--- src/hdl/mcb_pkg.sv ---
`default_nettype none

package mcb_pkg;

  // configuration register indexes
  localparam logic [1:0] CFG_VERSION       = 2'd0;
  localparam logic [1:0] CFG_CLUSTER_SHIFT = 2'd1;
  localparam logic [1:0] CFG_SECTOR_SHIFT  = 2'd2;
  localparam logic [1:0] CFG_SECTOR_COUNT  = 2'd3;

  // item modes
  localparam logic [1:0] MODE_START = 2'd0;
  localparam logic [1:0] MODE_RUN   = 2'd1;
  localparam logic [1:0] MODE_READ  = 2'd2;

  // result status codes
  localparam logic [1:0] STAT_OK        = 2'd0;
  localparam logic [1:0] STAT_BEYOND    = 2'd1;
  localparam logic [1:0] STAT_TOO_LARGE = 2'd2;

  // field widths
  localparam int VER_W     = 8;
  localparam int SHIFT_W   = 5;
  localparam int SC_W      = 48;
  localparam int CFG_W     = 48;
  localparam int LEN_W     = 8;
  localparam int IDX_W     = 17;
  localparam int MLEN_W    = 18;
  localparam int BYTE_W    = 8;
  localparam int CLUSTER_W = 48;

  // sector count scaled by up to 2^31 before the cluster shift
  localparam int SCALED_W = SC_W + 31;

  // reserved boot region
  localparam int RES_UNIT_V1 = 16384;
  localparam int RES_UNITS   = 31;
  localparam int RES_SPAN    = RES_UNIT_V1 * RES_UNITS;
  localparam int RES_N_W     = 19;
  localparam int RES_FULL_W  = RES_N_W - 3;
  localparam logic [VER_W-1:0] VERSION_V1 = 8'd1;

  // status of one start computation, handed to the control sequencer
  typedef struct packed {
    logic too_large;
    logic alt_skip;
    logic alt_miss;
    logic res_over;
  } geom_flags_t;

endpackage

`default_nettype wire

--- src/hdl/mcb_geom.sv ---
`default_nettype none

module mcb_geom #(
  parameter int MAP_BYTES = 131072,
  parameter int AW        = 17,
  parameter int CW        = 18
) (
  input  wire logic                          clk,
  input  wire logic                          rst_n,
  input  wire logic                          start,
  input  wire logic [mcb_pkg::VER_W-1:0]     version,
  input  wire logic [mcb_pkg::SHIFT_W-1:0]   cluster_shift,
  input  wire logic [mcb_pkg::SHIFT_W-1:0]   sector_shift,
  input  wire logic [mcb_pkg::SC_W-1:0]      sector_count,
  output logic                               done,
  output mcb_pkg::geom_flags_t               flags,
  output logic [CW-1:0]                      map_count,
  output logic [AW-1:0]                      alt_byte,
  output logic [2:0]                         alt_bit,
  output logic [mcb_pkg::RES_FULL_W-1:0]     res_full,
  output logic [2:0]                         res_rem
);

  localparam int XW   = mcb_pkg::SCALED_W;
  localparam int CLW  = $clog2(MAP_BYTES * 8 + 1);
  localparam int CLW1 = CLW + 1;
  localparam int CIW  = AW + 3;
  localparam logic [CLW:0] LIMIT = CLW1'(MAP_BYTES * 8);

  typedef enum logic [1:0] {G_IDLE, G_CLUS, G_ALT, G_CHECK} gstate_t;

  gstate_t                        state_r;
  logic [XW-1:0]                  x_r;
  logic [mcb_pkg::SC_W-1:0]       scm1_r;
  logic [mcb_pkg::RES_N_W-1:0]    res_n_r;
  logic                           clus_hi_r;
  logic [CLW:0]                   clus_lo_r;
  logic                           too_large_r;
  logic                           alt_hi_r;

  logic [mcb_pkg::SC_W-1:0]       shl_src;
  logic [XW-1:0]                  shl;
  logic [XW-1:0]                  q;
  logic                           rem;
  logic [31:0]                    span_q;
  logic                           span_rem;
  logic [mcb_pkg::RES_N_W-1:0]    res_n_nxt;
  logic                           too_large_nxt;
  logic [CW-1:0]                  count_nxt;

  // shared scaler: sector count (then sector count - 1) times sector size
  assign shl_src = (state_r == G_IDLE) ? sector_count : scm1_r;
  assign shl     = XW'(shl_src) << sector_shift;

  // divide by cluster size, remainder flag for rounding up
  assign q   = x_r >> cluster_shift;
  assign rem = |(x_r & ~({XW{1'b1}} << cluster_shift));

  // reserved cluster count
  assign span_q    = 32'(mcb_pkg::RES_SPAN) >> cluster_shift;
  assign span_rem  = |(32'(mcb_pkg::RES_SPAN) & ~(32'hFFFF_FFFF << cluster_shift));
  assign res_n_nxt = (version == mcb_pkg::VERSION_V1)
                     ? mcb_pkg::RES_N_W'(span_q + 32'(span_rem))
                     : mcb_pkg::RES_N_W'(mcb_pkg::RES_UNITS);

  // map size from cluster count
  assign too_large_nxt = clus_hi_r || (clus_lo_r > LIMIT);
  assign count_nxt     = too_large_nxt ? CW'(MAP_BYTES)
                                       : CW'(CLW1'(clus_lo_r + CLW1'(7)) >> 3);

  assign res_full = res_n_r[mcb_pkg::RES_N_W-1:3];
  assign res_rem  = res_n_r[2:0];

  // start sequencer
  always_ff @(posedge clk) begin
    if (!rst_n) begin
      state_r   <= G_IDLE;
      done      <= 1'b0;
      map_count <= '0;
      flags     <= '0;
    end else begin
      done <= 1'b0;
      unique case (state_r)
        G_IDLE: begin
          if (start) begin
            x_r     <= shl;
            scm1_r  <= sector_count - mcb_pkg::SC_W'(1);
            res_n_r <= res_n_nxt;
            state_r <= G_CLUS;
          end
        end
        G_CLUS: begin
          clus_hi_r <= (q >> CLW) != '0;
          clus_lo_r <= CLW1'(q[CLW-1:0]) + CLW1'(rem);
          x_r       <= shl;
          state_r   <= G_ALT;
        end
        G_ALT: begin
          too_large_r <= too_large_nxt;
          map_count   <= count_nxt;
          alt_hi_r    <= (q >> CIW) != '0;
          alt_byte    <= q[CIW-1:3];
          alt_bit     <= q[2:0];
          state_r     <= G_CHECK;
        end
        G_CHECK: begin
          flags.too_large <= too_large_r;
          flags.alt_skip  <= (sector_count == '0);
          flags.alt_miss  <= alt_hi_r || (32'(alt_byte) >= 32'(map_count));
          flags.res_over  <= ((32'(res_n_r) + 32'd7) >> 3) > 32'(map_count);
          done            <= 1'b1;
          state_r         <= G_IDLE;
        end
        default: state_r <= G_IDLE;
      endcase
    end
  end

endmodule

`default_nettype wire

--- config.mk ---
export PLATFORM = sky130hd
export DESIGN_NAME = mcb_geom
export DESIGN_NICKNAME = d
export VERILOG_FILES = /design/src/hdl/mcb_pkg.sv /design/src/hdl/mcb_geom.sv
export SDC_FILE = /design/constraint.sdc
export NUM_CORES = 1
export LEC_CHECK = 0
export BUFFER_PORTS_ARGS = -buffer_cell sky130_fd_sc_hd__buf_4
export CAP_MARGIN = 20
export CORE_UTILIZATION = 40
export CTS_CLUSTER_SIZE = 8
export DETAILED_ROUTE_END_ITERATION = 10
export PLACE_DENSITY = 0.67
export SLEW_MARGIN = 20
export SYNTH_ARGS = -nofsm -noshare
export SYNTH_HDL_FRONTEND = slang
export SYNTH_SLANG_ARGS = --single-unit
--- constraint.sdc ---
create_clock -name clk -period 11.4 [get_ports clk]
set_input_delay 1.14 -clock clk [delete_from_list [all_inputs] [get_ports clk]]
set_output_delay 1.14 -clock clk [all_outputs]
set_load 0.02 [all_outputs]
Yosys cells after proc, flatten, opt, wreduce, memory -nomap -nowiden. Cells that the tools add are included.

Logic and storage cells: 57. Bits in registers: 216. Output and inout port bits: 62. Bits of input ports: 69.

Add/sub/neg operators: 5. Multiplexer cells: 7. Bitwise logic cells: 3. Equality and inequality tests: 5. $lt $le $gt $ge: 3. Shift operators: 5. Reduce and logical (&&, ||, !) cells: 13.

Operator list (count): one-hot mux 79 bit (2 select lines) (1); nonzero test 79 bit (2); AND 79 bit (1); two-way mux 79 bit (1); NOT 79 bit (1); OR reduction 79 bit (1); left shift 48 x 5 -> 79 bit (1); left shift 79 x 5 -> 79 bit (first input constant) (1); right shift 79 x 5 -> 79 bit (1); logical NOT 48 bit (1); two-way mux 48 bit (1); subtractor 48 x 1 -> 48 bit (second input constant) (1); left shift 32 x 5 -> 19 bit (first input constant) (1); adder 21 x 1 -> 22 bit (1); greater-than comparator 22 x 21 -> 1 bit (second input constant) (1); adder 21 x 3 -> 21 bit (second input constant) (1); adder 19 x 3 -> 20 bit (second input constant) (1); adder 19 x 1 -> 19 bit (1); NOT 19 bit (1); right shift 19 x 5 -> 19 bit (first input constant) (1); greater-or-equal comparator 17 x 18 -> 1 bit (1); greater-than comparator 17 x 18 -> 1 bit (1); two-way mux 18 bit (1); equality test 8 x 1 -> 1 bit (second input constant) (1); other kinds (12) (16).

Logic depth before layout (Yosys ltp). Gate-level depths: netlist (run 1).

Depth after elaboration: 5. Mapped depth: 20. Mapped depth without buffers: 15.

Worst setup path before layout (run 1). OpenSTA, ideal clock, no wires.

Path kind: input-to-reg. From: in rst_n. To: reg x_r[0], enable pin. Library setup time: 0.526 ns. Stages on the path: 2. Buffers on the path: 1. Required time: 10.874 ns. Path slack: 5.985 ns. Arrival time: 4.889 ns. Path through: clkbuf_1 nor2b_1.

Cells in the longest elaborated chain, start to end: 1.

Ends and longest elaborated chain: start: declaration (RTL line mcb_geom.sv:9) `input wire logic rst_n,`; AND reduction 3 bit (no source line); end signal: assignment (RTL line mcb_geom.sv:86) `x_r <= shl;`; end signal: assignment (RTL line mcb_geom.sv:95) `x_r <= shl;`; end: declaration (RTL line mcb_geom.sv:33) `logic [XW-1:0] x_r;`.

Every way passes these cells. A chain may end at the register's enable or synchronous reset.

Worst setup path after layout (run 1).
From: in cluster_shift[1] (netlist bit). To: reg clus_lo_r[18] (data pin).

Cells in the longest elaborated chain, start to end: 5. Elaborated cells on any way between the ends: 6. Classes of those cells: add/sub (1); shift (2); bitwise (2); reduce/logical (1).

Ends and longest elaborated chain: start: declaration (RTL line mcb_geom.sv:12) `input wire logic [mcb_pkg::SHIFT_W-1:0] cluster_shift,`; left shift 79 x 5 -> 79 bit (RTL line mcb_geom.sv:57) `assign rem = |(x_r & ~({XW{1'b1}} << cluster_shift));`; NOT 79 bit (RTL line mcb_geom.sv:57); AND 79 bit (RTL line mcb_geom.sv:57); OR reduction 79 bit (RTL line mcb_geom.sv:57); adder 21 x 1 -> 22 bit (*) (RTL line mcb_geom.sv:94) `clus_lo_r <= CLW1'(q[CLW-1:0]) + CLW1'(rem);`; end signal: assignment (RTL line mcb_geom.sv:94); end: declaration (RTL line mcb_geom.sv:37) `logic [CLW:0] clus_lo_r;`.

Mark *: on every way between the ends. The rest lies on a longest branch, timed or not.

==> key figures, run 1 <==
Clock tree
  – Num CTS Buffers: 34
  – Setup Buffers After CTS: 0
  – Clock tree buffer depth: 3
  – Clock net sink count: 216
  – # hold bufs at CTS: 0
  – Skew-Pair Late Insertion Delay: 0.54 ns
  – H-Tree Depth: 2
  – # resized after CTS: 0
  – CTS clk-pin slew, worst paths: 0.05 ns
  – CTS tree: built
  – Root Buffer: clkbuf_16

Final layout
  – Post-route cell area: 0.01949 mm^2
  – Most frequent cells in the layout: nand2_1, edfxtp_1, nor2_1
  – Most common cell after layout, fill and taps aside: nand2_1
  – Area Overhead vs Synth: 12.38%
  – Layout cells sized above 1: 20.24%
  – Fin nets: 1,852

Floorplan
  – Initial Util: 40.99%
  – Core Area: 0.04232 mm^2
  – FP Rows: 75
  – I/O pin cnt: 131
  – Die width: 210.3 um
  – Chip height: 210.3 um
  – Die ar.: 0.04421 mm^2

Global route
  – Busiest layer in global routing: met2
  – Initial antenna violation count: 1
  – Largest net degree at the start of global routing: 80
  – First-pass GRT wire length: 75,200 um
  – Total gr overflow: 0
  – GRT met2 Usage: 35.41%
  – Vias in the first global route: 13,324
  – Met3 GRT Util: 3.635%
  – Total Routing Usage GR: 21.59%
  – Met1 global-route usage: 29.00%

Synth
  – Synth Warn #: 0
  – Synth Flop Type: edfxtp_1
  – Number of distinct library cells after synthesis: 88
  – Syn_nets: 1,782
  – Post-Syn Instances: 1,670
  – Async set-or-reset flop fraction in the synthesized netlist: 0%
  – Syn Area/Cell: 10.39 um^2
  – Number of enable flip-flop cells after synthesis: 191
  – FF+latch count, synth: 216
  – Synthesized area: 0.01735 mm^2
  – Register area share after synthesis: 35.95%

Timing
  – Slew HR: 27.50%
  – RSZ-0062 raised after global routing: no
  – Hold slack: 0.4804 ns
  – Setup_tns: 0 ns
  – Crit path time final: 4.910 ns
  – Worst-Margin Slew: 1.088 ns
  – Tcrit/Tclk final: 43.07%
  – Endpoints failing hold: 0
  – Final setup fails: 0
  – Post-Route Skew: 0.02759 ns
  – Maximum clock rate: 0.2037 GHz
  – Fin. max-slew vios: 0

Critical path
  – Worst Path Max Fanout: 31
  – CP max-delay cell: nor2_1
  – Cells along the critical path: buf_4 > clkinv_1 > nor2_1 > nand2_1 > o21ai_0 > nand2_1 > o211ai_1 > a21oi_1 > nand4_1 > ha_1 > ha_1 > o2111ai_2 > or2_0 > nor4_1 > xor2_1
  – Crit path largest cell delay: 0.77 ns
  – CP top delay family: simple AND/OR/NAND/NOR gates
  – Req. time, crit path: 11.67 ns
  – CP Launch Type: primary input
  – Worst path bufs/invs: 2
  – Crit path DAT: 5.18 ns
  – Worst setup EP type: register
  – Setup Crit Path Kind: primary input to register

Drt
  – DRC: 0
  – WL/cell: 20.67 um
  – Post-DRT Antenna Nets: 0
  – Drt first pass iters: 7
  – Via count: 13,953
  – DRT Wirelength: 48,200 um
  – Initial DRC count: 1,359
  – Vias per std cell: 5.983

Pwr
  – Leakage: 0.007162 uW
  – IR drop worst, VDD: 0.09962 mV
  – Power Density: 176.7 mW/mm^2

Hold path
  – Worst hold path type: register to register

Outcome
  – Status: finished, final reports clean

Placement
  – I/O Buffers: 130
  – GP Congestion: 0.9544
  – Post-detail-place hpwl: 36,510 um
  – Post-DP Area: 0.01854 mm^2

Run
  – Max Cap Viol: 0
[worst reg2reg max path, stage by stage (launching register included)]
cell,delay (ns)
edfxtp_1,0.43
o311a_1,0.42
and3_1,0.23
and3_1,0.24
and4_1,0.26
and4_1,0.25
and3_1,0.22
nand2_1,0.09
xnor2_1,0.12
ha_1,0.27
a21o_1,0.16
a21o_1,0.19
nor2_1,0.09
o211ai_1,0.11
nand3_1,0.10
a21boi_0,0.08
[sequential cells by signal, indices dropped and copies added, names as in the netlist]
name,cells
alt_hi_r,1
scm1_r,48
res_n_r,19
map_count,18
flags,4
clus_hi_r,1
too_large_r,1
clus_lo_r,22
state_r,2
done,1
alt_byte,17
x_r,79
alt_bit,3
[per-stage QoR]
step	std cells	setup slack [ns]	util [%]	power [uW]
final	2332	6.490	46.06	3444
after floorplan	1670	5.985	-	2135
after CTS	2331	6.540	46.06	3443
after detailed placement	2281	6.008	43.81	2522
after global placement	2281	6.291	43.81	2496
after global routing	2331	6.147	46.06	3618
[final timing paths]
check                                      start             to  slack, ns  cells past startpoint
worst min-delay path                    flags[2]       flags[2]       0.48                      2
worst max register to register        res_n_r[1]       flags[0]       8.04                     15
worst min register to register          flags[2]       flags[2]       0.48                      2
worst max-delay path            cluster_shift[1]  clus_lo_r[18]       6.49                     15
[cell usage after synthesis (7+ instances only)]
cell       number  area share, %
a21oi_1        58            1.7
dfxtp_1        25            2.9
buf_6          13           0.84
a22oi_1         7           0.30
clkbuf_1       49            1.1
a21o_1         15           0.65
a2111oi_0      11           0.56
buf_2          14           0.40
nor3_1         51            1.5
mux2_2         57            3.7
nor4_1         21           0.76
or2_2          11           0.40
or3_1          11           0.40
a31oi_1        10           0.36
nand4_1        11           0.40
o21ai_0        58            1.7
a211oi_1       21           0.91
nand2_1       217            4.7
xor2_1         56            2.8
o31ai_1         7           0.30
and3_1          8           0.29
buf_1          21           0.45
mux2i_1        97            5.6
ha_1           43            3.1
xnor2_1        40            2.0
nor2_1        145            3.1
nor2b_1        30            1.1
and2_1         30            1.1
inv_1          37           0.80
nand3_1        36            1.0
mux4_1         21            3.2
edfxtp_1      191             33
o22ai_1        34            1.2
nand2b_1       14           0.50
mux4_2         86             11
[logic make-up after synthesis]
family	after synthesis	share of synthesized area (%)
and+or+nand+nor	615	16.78
AOI/OAI and AO/OA	287	11.07
muxes	263	23.82
DFF	216	35.95
buffers and inverters	149	4.385
xor gates and xnor gates	96	4.847
adders and majority gates	44	3.159
[routing by layer]
layer / up-vias / routed length [um]
met5: - / 14
met1: 6760 / 20970
met2: 588 / 22590
met4: 2 / 1217
met3: 87 / 3403
li1: 6516 / -
[cell type report]
cell class                 count  area, um^2
fill                        3956       22830
sequential                   216        6236
clock buffer                  44       919.6
inverter                      41       153.9
timing repair buffer         142        1066
multi-input combinational   1305       10360
clock inverter                 6       32.53
tap                          577       721.9
antenna                        1       2.502
[power by group]
group	total (uW)	internal (uW)	switching (uW)
Combinational	1300	556	749
Sequential	1230	1070	152
Clock	914	559	355
No activity file was read; power rests on OpenSTA's default activity.
==> run 2: changes to the inputs <==
clock period = 4.65 ns   (was 11.4 ns; I/O delays follow)
==> run 2 against run 1 <==
Die area stayed put. Via count is 0.54% lower. Critical endpoint unchanged. Non-clock buffer count rose by 15. Core utilization increased by 0.19 points. Total power is 140% higher. Setup slack worse by 5.3 ns. Combinational power is 150% higher. Largest cell class unchanged. Worst hold slack worse by 0.27 ns. Clock power grew 130%. Sequential share of layout area is 0.13 points lower.
==> key figures, run 2 (synthesized netlist as in run 1, its figures left out) <==
Critical path
  – CP Launch Type: primary input
  – Crit path DAT: 3.71 ns (-1.47 ns)
  – Worst Path Max Fanout: 54 (+74%)
  – R2R setup slack: 1.23 ns (-6.81 ns)
  – Req. time, crit path: 4.93 ns (-6.74 ns)
  – Worst setup EP type: register
  – Setup Crit Path Kind: primary input to register
  – Reg2reg start: res_n_r[1]
  – Worst reg-to-reg path cell count: 15 (unchanged)
  – Crit Reg-Reg Endpoint: flags[0]

Drt
  – Via count: 13,878 (-0.54%)
  – DRT Wirelength: 46,860 um (-2.8%)
  – Vias per std cell: 5.898 (-1.4%)
  – Post-DRT Antenna Nets: 0 (unchanged)
  – DRC: 0 (unchanged)
  – Initial DRC count: 1,344 (-1.1%)
  – Drt first pass iters: 6 (-1)
  – WL/cell: 19.91 um (-3.7%)

Outcome
  – Status: finished, final reports clean

Global route
  – Busiest layer in global routing: met2
  – Largest net degree at the start of global routing: 80 (unchanged)
  – First-pass GRT wire length: 72,910 um (-3.0%)
  – Initial antenna violation count: 1 (unchanged)
  – Met1 global-route usage: 27.31% (-1.7 points)
  – Total gr overflow: 0 (unchanged)
  – Met3 GRT Util: 3.188% (-0.45 points)
  – Total Routing Usage GR: 20.71% (-0.88 points)
  – Vias in the first global route: 13,304 (-0.15%)
  – GRT met2 Usage: 35.13% (-0.27 points)

Clock tree
  – Skew-Pair Late Insertion Delay: 0.57 ns (+0.03 ns)
  – Root Buffer: clkbuf_16
  – Setup Buffers After CTS: 0 (unchanged)
  – Num CTS Buffers: 31 (-8.8%)
  – CTS tree: built
  – # hold bufs at CTS: 0 (unchanged)
  – Clock net sink count: 216 (unchanged)
  – H-Tree Depth: 1 (-1)
  – # resized after CTS: 0 (unchanged)
  – Clock tree buffer depth: 3 (unchanged)
  – CTS clk-pin slew, worst paths: 0.05 ns (about the same)

Hold path
  – Min-Delay Endpoint: state_r[0]
  – Hold path start: start
  – Hold Path Stages: 3 (+1)
  – Worst hold path type: primary input to register

Timing
  – Endpoints failing hold: 0 (unchanged)
  – Tcrit/Tclk final: 73.59%
  – Slew HR: 33.70% (+6.2 points)
  – Final setup fails: 0 (unchanged)
  – Fin. max-slew vios: 0 (unchanged)
  – Crit path time final: 3.422 ns
  – Maximum clock rate: 0.2922 GHz
  – RSZ-0062 raised after global routing: no
  – Setup_tns: 0 ns (unchanged)
  – Worst-Margin Slew: 0.9946 ns (-0.09295 ns)
  – Post-Route Skew: 0.01704 ns (-0.01055 ns)

Final layout
  – Biggest regs: x_r (79), scm1_r (48), clus_lo_r (22)
  – Post-route cell area: 0.01958 mm^2 (+0.41%)
  – Max reg flops: 79 (unchanged)
  – ANT cells: 0 (-1)
  – Most frequent cells in the layout: nand2_1, edfxtp_1, buf_4
  – Most common cell after layout, fill and taps aside: nand2_1
  – Area Overhead vs Synth: 12.84%
  – Fin nets: 1,864 (+0.65%)
  – Reg with most FFs: x_r
  – Layout cells sized above 1: 20.55% (+0.31 points)

Floorplan
  – Chip height: 210.3 um (unchanged)
  – FP Rows: 75 (unchanged)
  – Die ar.: 0.04421 mm^2 (unchanged)
  – Initial Util: 40.99% (unchanged)
  – I/O pin cnt: 131 (unchanged)
  – Die width: 210.3 um (unchanged)
  – Core Area: 0.04232 mm^2 (unchanged)

Pwr
  – Power Density: 423.4 mW/mm^2 (+140%)
  – IR drop worst, VDD: 0.2885 mV (+190%)
  – Pwr Total: 8288 uW (+140%)
  – Leakage: 0.007204 uW (+0.58%)

Placement
  – Post-detail-place hpwl: 36,110 um (-1.1%)
  – GP Congestion: 0.9139 (-4.2%)
  – Post-DP Area: 0.01868 mm^2 (+0.74%)
  – I/O Buffers: 130 (unchanged)

Run
  – Max Cap Viol: 0 (unchanged)
==> run 2: cell types whose count changed in the layout (fill, tap and decap cells not counted), moves of 2 or more <==
cell / change
and2_1: -2
and2_2: +2
buf_12: +2
buf_4: +13
clkbuf_1: +15
clkbuf_16: -4
clkinv_2: -3
==> run 2: how the worst max path moves through the flow <==
stage,from,endpoint,slack (ns),depth (start not counted)
after global placement,cluster_shift[0],clus_lo_r[18],0.74,9
after global routing,cluster_shift[1],clus_lo_r[18],0.96,14
after CTS,res_n_r[1],flags[0],1.24,15
after floorplan,cluster_shift[0],clus_lo_r[18],0.82,19
final,cluster_shift[1],clus_lo_r[18],1.23,14
after detailed placement,cluster_shift[0],clus_lo_r[18],0.67,9
==> run 2: worst max-delay path: stages <==
cell and delay, ns:
buf_4 0.29, or2_2 0.43, nor2_1 0.55, nor2b_1 0.11, o22ai_1 0.15, nand4_1 0.09
o21ai_0 0.20, nand4_1 0.16, ha_1 0.24, ha_1 0.24, o2111ai_2 0.13, or2_0 0.32
nor4_1 0.11, xor2_1 0.18
==> run 2: where the power goes <==
group	total, uW	switching (uW)	internal, uW
clock network	2090	821	1260
logic	3230	1850	1380
registers	2970	347	2630
==> run 2: metrics by stage <==
| step | hold WS (ns) | util, % | std cells | setup slack [ns] |
|---|---|---|---|---|
| global route | 0.1977 | 46.25 | 2353 | 0.9592 |
| detailed placement | 0.4891 | 44.13 | 2296 | 0.6681 |
| CTS | 0.1794 | 46.25 | 2353 | 1.238 |
| floorplan | 0.4454 | - | 1670 | 0.8220 |
| global placement | 0.4676 | 44.13 | 2296 | 0.7372 |
| finish | 0.2143 | 46.25 | 2353 | 1.228 |
==> run 2: area by class of cell <==
type,count,area [um^2]
Fill cell,3941,22750
Tap cell,577,721.9
Sequential cell,216,6236
Clock buffer,56,889.6
Multi-Input combinational cell,1305,10360
Clock inverter,1,5.005
Timing Repair Buffer,157,1204
Inverter,41,153.9
==> run 2: metal layers <==
metal	up-vias	wire [um]
met2	527	22250
met4	2	1102
met3	76	2852
li1	6526	-
met1	6747	20640
met5	-	14
==> run 3: changes to the inputs <==
PLACE_DENSITY = 0.69   (was 0.67)
clock period = 2.9 ns   (was 4.65 ns; I/O delays follow)
==> run 3 against run 2 <==
Total power increased by 74%. Sequential cell count unchanged. Critical endpoint is now clus_lo_r[20]. Clock power increased by 59%. Non-clock buffer count increased by 245. Combinational power increased by 97%. The run now ends with setup timing left.
==> key figures, run 3 (synthesized netlist as in run 1, its figures left out) <==
Outcome
  – Status: finished with violations
  – Failing checks: setup timing

Floorplan
  – Die ar.: 0.04421 mm^2 (unchanged)
  – Core Area: 0.04232 mm^2 (unchanged)
  – Initial Util: 40.99% (unchanged)
  – Die width: 210.3 um (unchanged)
  – I/O pin cnt: 131 (unchanged)
  – Chip height: 210.3 um (unchanged)
  – FP Rows: 75 (unchanged)

Timing
  – Maximum clock rate: 0.3307 GHz
  – Endpoints failing hold: 0 (unchanged)
  – Tcrit/Tclk final: 104.3%
  – Setup slack after layout: -0.1235 ns (-1.351 ns)
  – Fin. max-slew vios: 0 (unchanged)
  – Worst-Margin Slew: 0.7438 ns (-0.2507 ns)
  – Post-Route Skew: 0.01114 ns (-0.005908 ns)
  – Final setup fails: 12 (+12)
  – Slew HR: 50.11% (+16 points)
  – Crit path time final: 3.024 ns
  – RSZ-0062 raised after global routing: yes

Critical path
  – CP top delay family: multiplexers
  – Req. time, crit path: 3.20 ns (-1.73 ns)
  – Crit Reg-Reg Endpoint: clus_lo_r[20]
  – CP Launch Type: register
  – Crit path DAT: 3.32 ns (-0.39 ns)
  – R2R setup slack: -0.12 ns (-1.35 ns)
  – Worst setup EP type: register
  – CP max-delay cell: mux4_2
  – Worst path bufs/invs: 2 (+1)
  – Worst Path Max Fanout: 6 (-89%)
  – Cells along the critical path: buf_4 > mux4_2 > buf_4 > mux2_2 > mux4_2 > nand3_2 > nor4_1 > nand3_1 > nor2_4 > xor2_1
  – Worst reg-to-reg path cell count: 10 (-5)
  – Reg2reg start: x_r[29]
  – Crit path largest cell delay: 0.56 ns (about the same)
  – Setup Crit Path Kind: register to register

Drt
  – Initial DRC count: 1,216 (-9.5%)
  – DRT Wirelength: 49,670 um (+6.0%)
  – WL/cell: 19.11 um (-4.0%)
  – Post-DRT Antenna Nets: 0 (unchanged)
  – DRC: 0 (unchanged)
  – Vias per std cell: 5.649 (-4.2%)
  – Via count: 14,682 (+5.8%)
  – Drt first pass iters: 5 (-1)

Final layout
  – Post-route cell area: 0.02187 mm^2 (+12%)
  – Multi-input logic area: 0.01067 mm^2 (+3.0%)
  – FILL cells: 3,765 (-4.5%)
  – Most common cell after layout, fill and taps aside: buf_4
  – Post-layout util: 51.68% (+5.4 points)
  – Most frequent cells in the layout: buf_4, nand2_1, edfxtp_1
  – Register area: 0.006236 mm^2 (unchanged)
  – Reg with most FFs: x_r
  – Biggest regs: x_r (79), scm1_r (48), clus_lo_r (22)
  – Layout cells sized above 1: 32.86% (+12 points)
  – Fin nets: 2,109 (+13%)
  – Max reg flops: 79 (unchanged)
  – Area Overhead vs Synth: 26.08%

Placement
  – GP Congestion: 0.9057 (-0.90%)
  – Post-detail-place hpwl: 39,060 um (+8.2%)
  – I/O Buffers: 130 (unchanged)
  – Post-DP Area: 0.02054 mm^2 (+10%)

Clock tree
  – Num CTS Buffers: 31 (unchanged)
  – Skew-Pair Late Insertion Delay: 0.57 ns (about the same)
  – Clock net sink count: 216 (unchanged)
  – CTS clk-pin slew, worst paths: 0.06 ns (about the same)
  – Root Buffer: clkbuf_16
  – Clock tree buffer depth: 3 (unchanged)
  – CTS tree: built
  – H-Tree Depth: 1 (unchanged)

Pwr
  – IR drop worst, VDD: 0.3926 mV (+36%)
  – Pwr Total: 14,390 uW (+74%)
  – Leakage: 0.008468 uW (+18%)
  – Power Density: 657.9 mW/mm^2 (+55%)

Global route
  – First-pass GRT wire length: 77,880 um (+6.8%)
  – Vias in the first global route: 14,426 (+8.4%)
  – Initial antenna violation count: 2 (+1)
  – Largest net degree at the start of global routing: 80 (unchanged)
  – Total Routing Usage GR: 22.18% (+1.5 points)
  – Total gr overflow: 0 (unchanged)

Hold path
  – Hold Path Stages: 2 (-1)
  – Hold path start: sector_count[42]
  – Worst hold path type: primary input to register
  – Min-Delay Endpoint: scm1_r[42]

Run
  – Max Cap Viol: 0 (unchanged)
## run 3: cell count changes in the layout (fill, tap and decap cells not counted), moves of 5 or more
| cell | previous run | this run |
|---|---|---|
| mux4_1 | 21 | 12 |
| nor2_2 | 0 | 5 |
| mux4_2 | 86 | 95 |
| o21ai_0 | 58 | 53 |
| nor2_1 | 145 | 137 |
| buf_4 | 155 | 384 |
| buf_6 | 0 | 5 |
| buf_12 | 2 | 12 |
## run 3: worst reg2reg max path, delay by kind of cell, from the launching register on
family	cells	cell delay [ns]
mux	3	1.38
flops	1	0.50
simple gates	4	0.39
buf+inv	2	0.35
xor+xnor	1	0.14
## run 3: worst max path at each step
| stage | cells past startpoint | end | slack (ns) | start |
|---|---|---|---|---|
| after floorplan | 17 | clus_lo_r[13] | -0.40 | cluster_shift[0] |
| final | 10 | clus_lo_r[20] | -0.12 | x_r[29] |
| after CTS | 15 | flags[0] | -0.02 | res_n_r[1] |
| after detailed placement | 11 | alt_hi_r | -0.47 | cluster_shift[0] |
| after global placement | 11 | alt_hi_r | -0.40 | cluster_shift[0] |
| after global routing | 8 | alt_hi_r | -0.27 | x_r[38] |
## run 3: layout make-up
type                       instances  share of cell area [%]
antenna                            1                 0.01144
clock buffer                      57                   4.090
inverter                          41                  0.7036
multi-input combinational       1305                   48.80
sequential                       216                   28.51
tap                              577                   3.301
timing repair buffer             402                   14.58
## run 3: power breakdown
group	switching [uW]	leakage, uW	total (uW)	internal, uW
clock	1290	0.000424	3320	2030
combinational	3320	0.00608	6350	3040
sequential	514	0.00196	4720	4200
## run 3: stage by stage
stage,hold slack (ns),setup TNS (ns),setup WS [ns],std cells
3_5_place_dp,0.4806,-7.122,-0.4661,2515
5_1_grt,0.03513,-1.641,-0.2729,2598
2_1_floorplan,0.4454,-3.449,-0.3978,1670
3_3_place_gp,0.4656,-6.049,-0.3953,2515
6_report,0.04423,-0.7460,-0.1235,2599
4_1_cts,0.01288,-0.02395,-0.01933,2588
## run 3: timing repair
action	4_1_cts	5_1_grt
hold endpoints to repair	1	0
endpoints found under the setup margin	12	38
hold buffers	1	0
pin swaps	11	18
resized for setup	20	49
setup buffers	15	11
## run 3: metal layers
layer,track usage (%),part of all wire [%],routed length [um],vias to the layer above
met5,0,0,0,-
met4,7.249,3.0,1478,0
met3,3.397,6.1,3012,99
met2,39.06,49,24330,559
met1,27.74,42,20850,7018
li1,-,-,-,7006
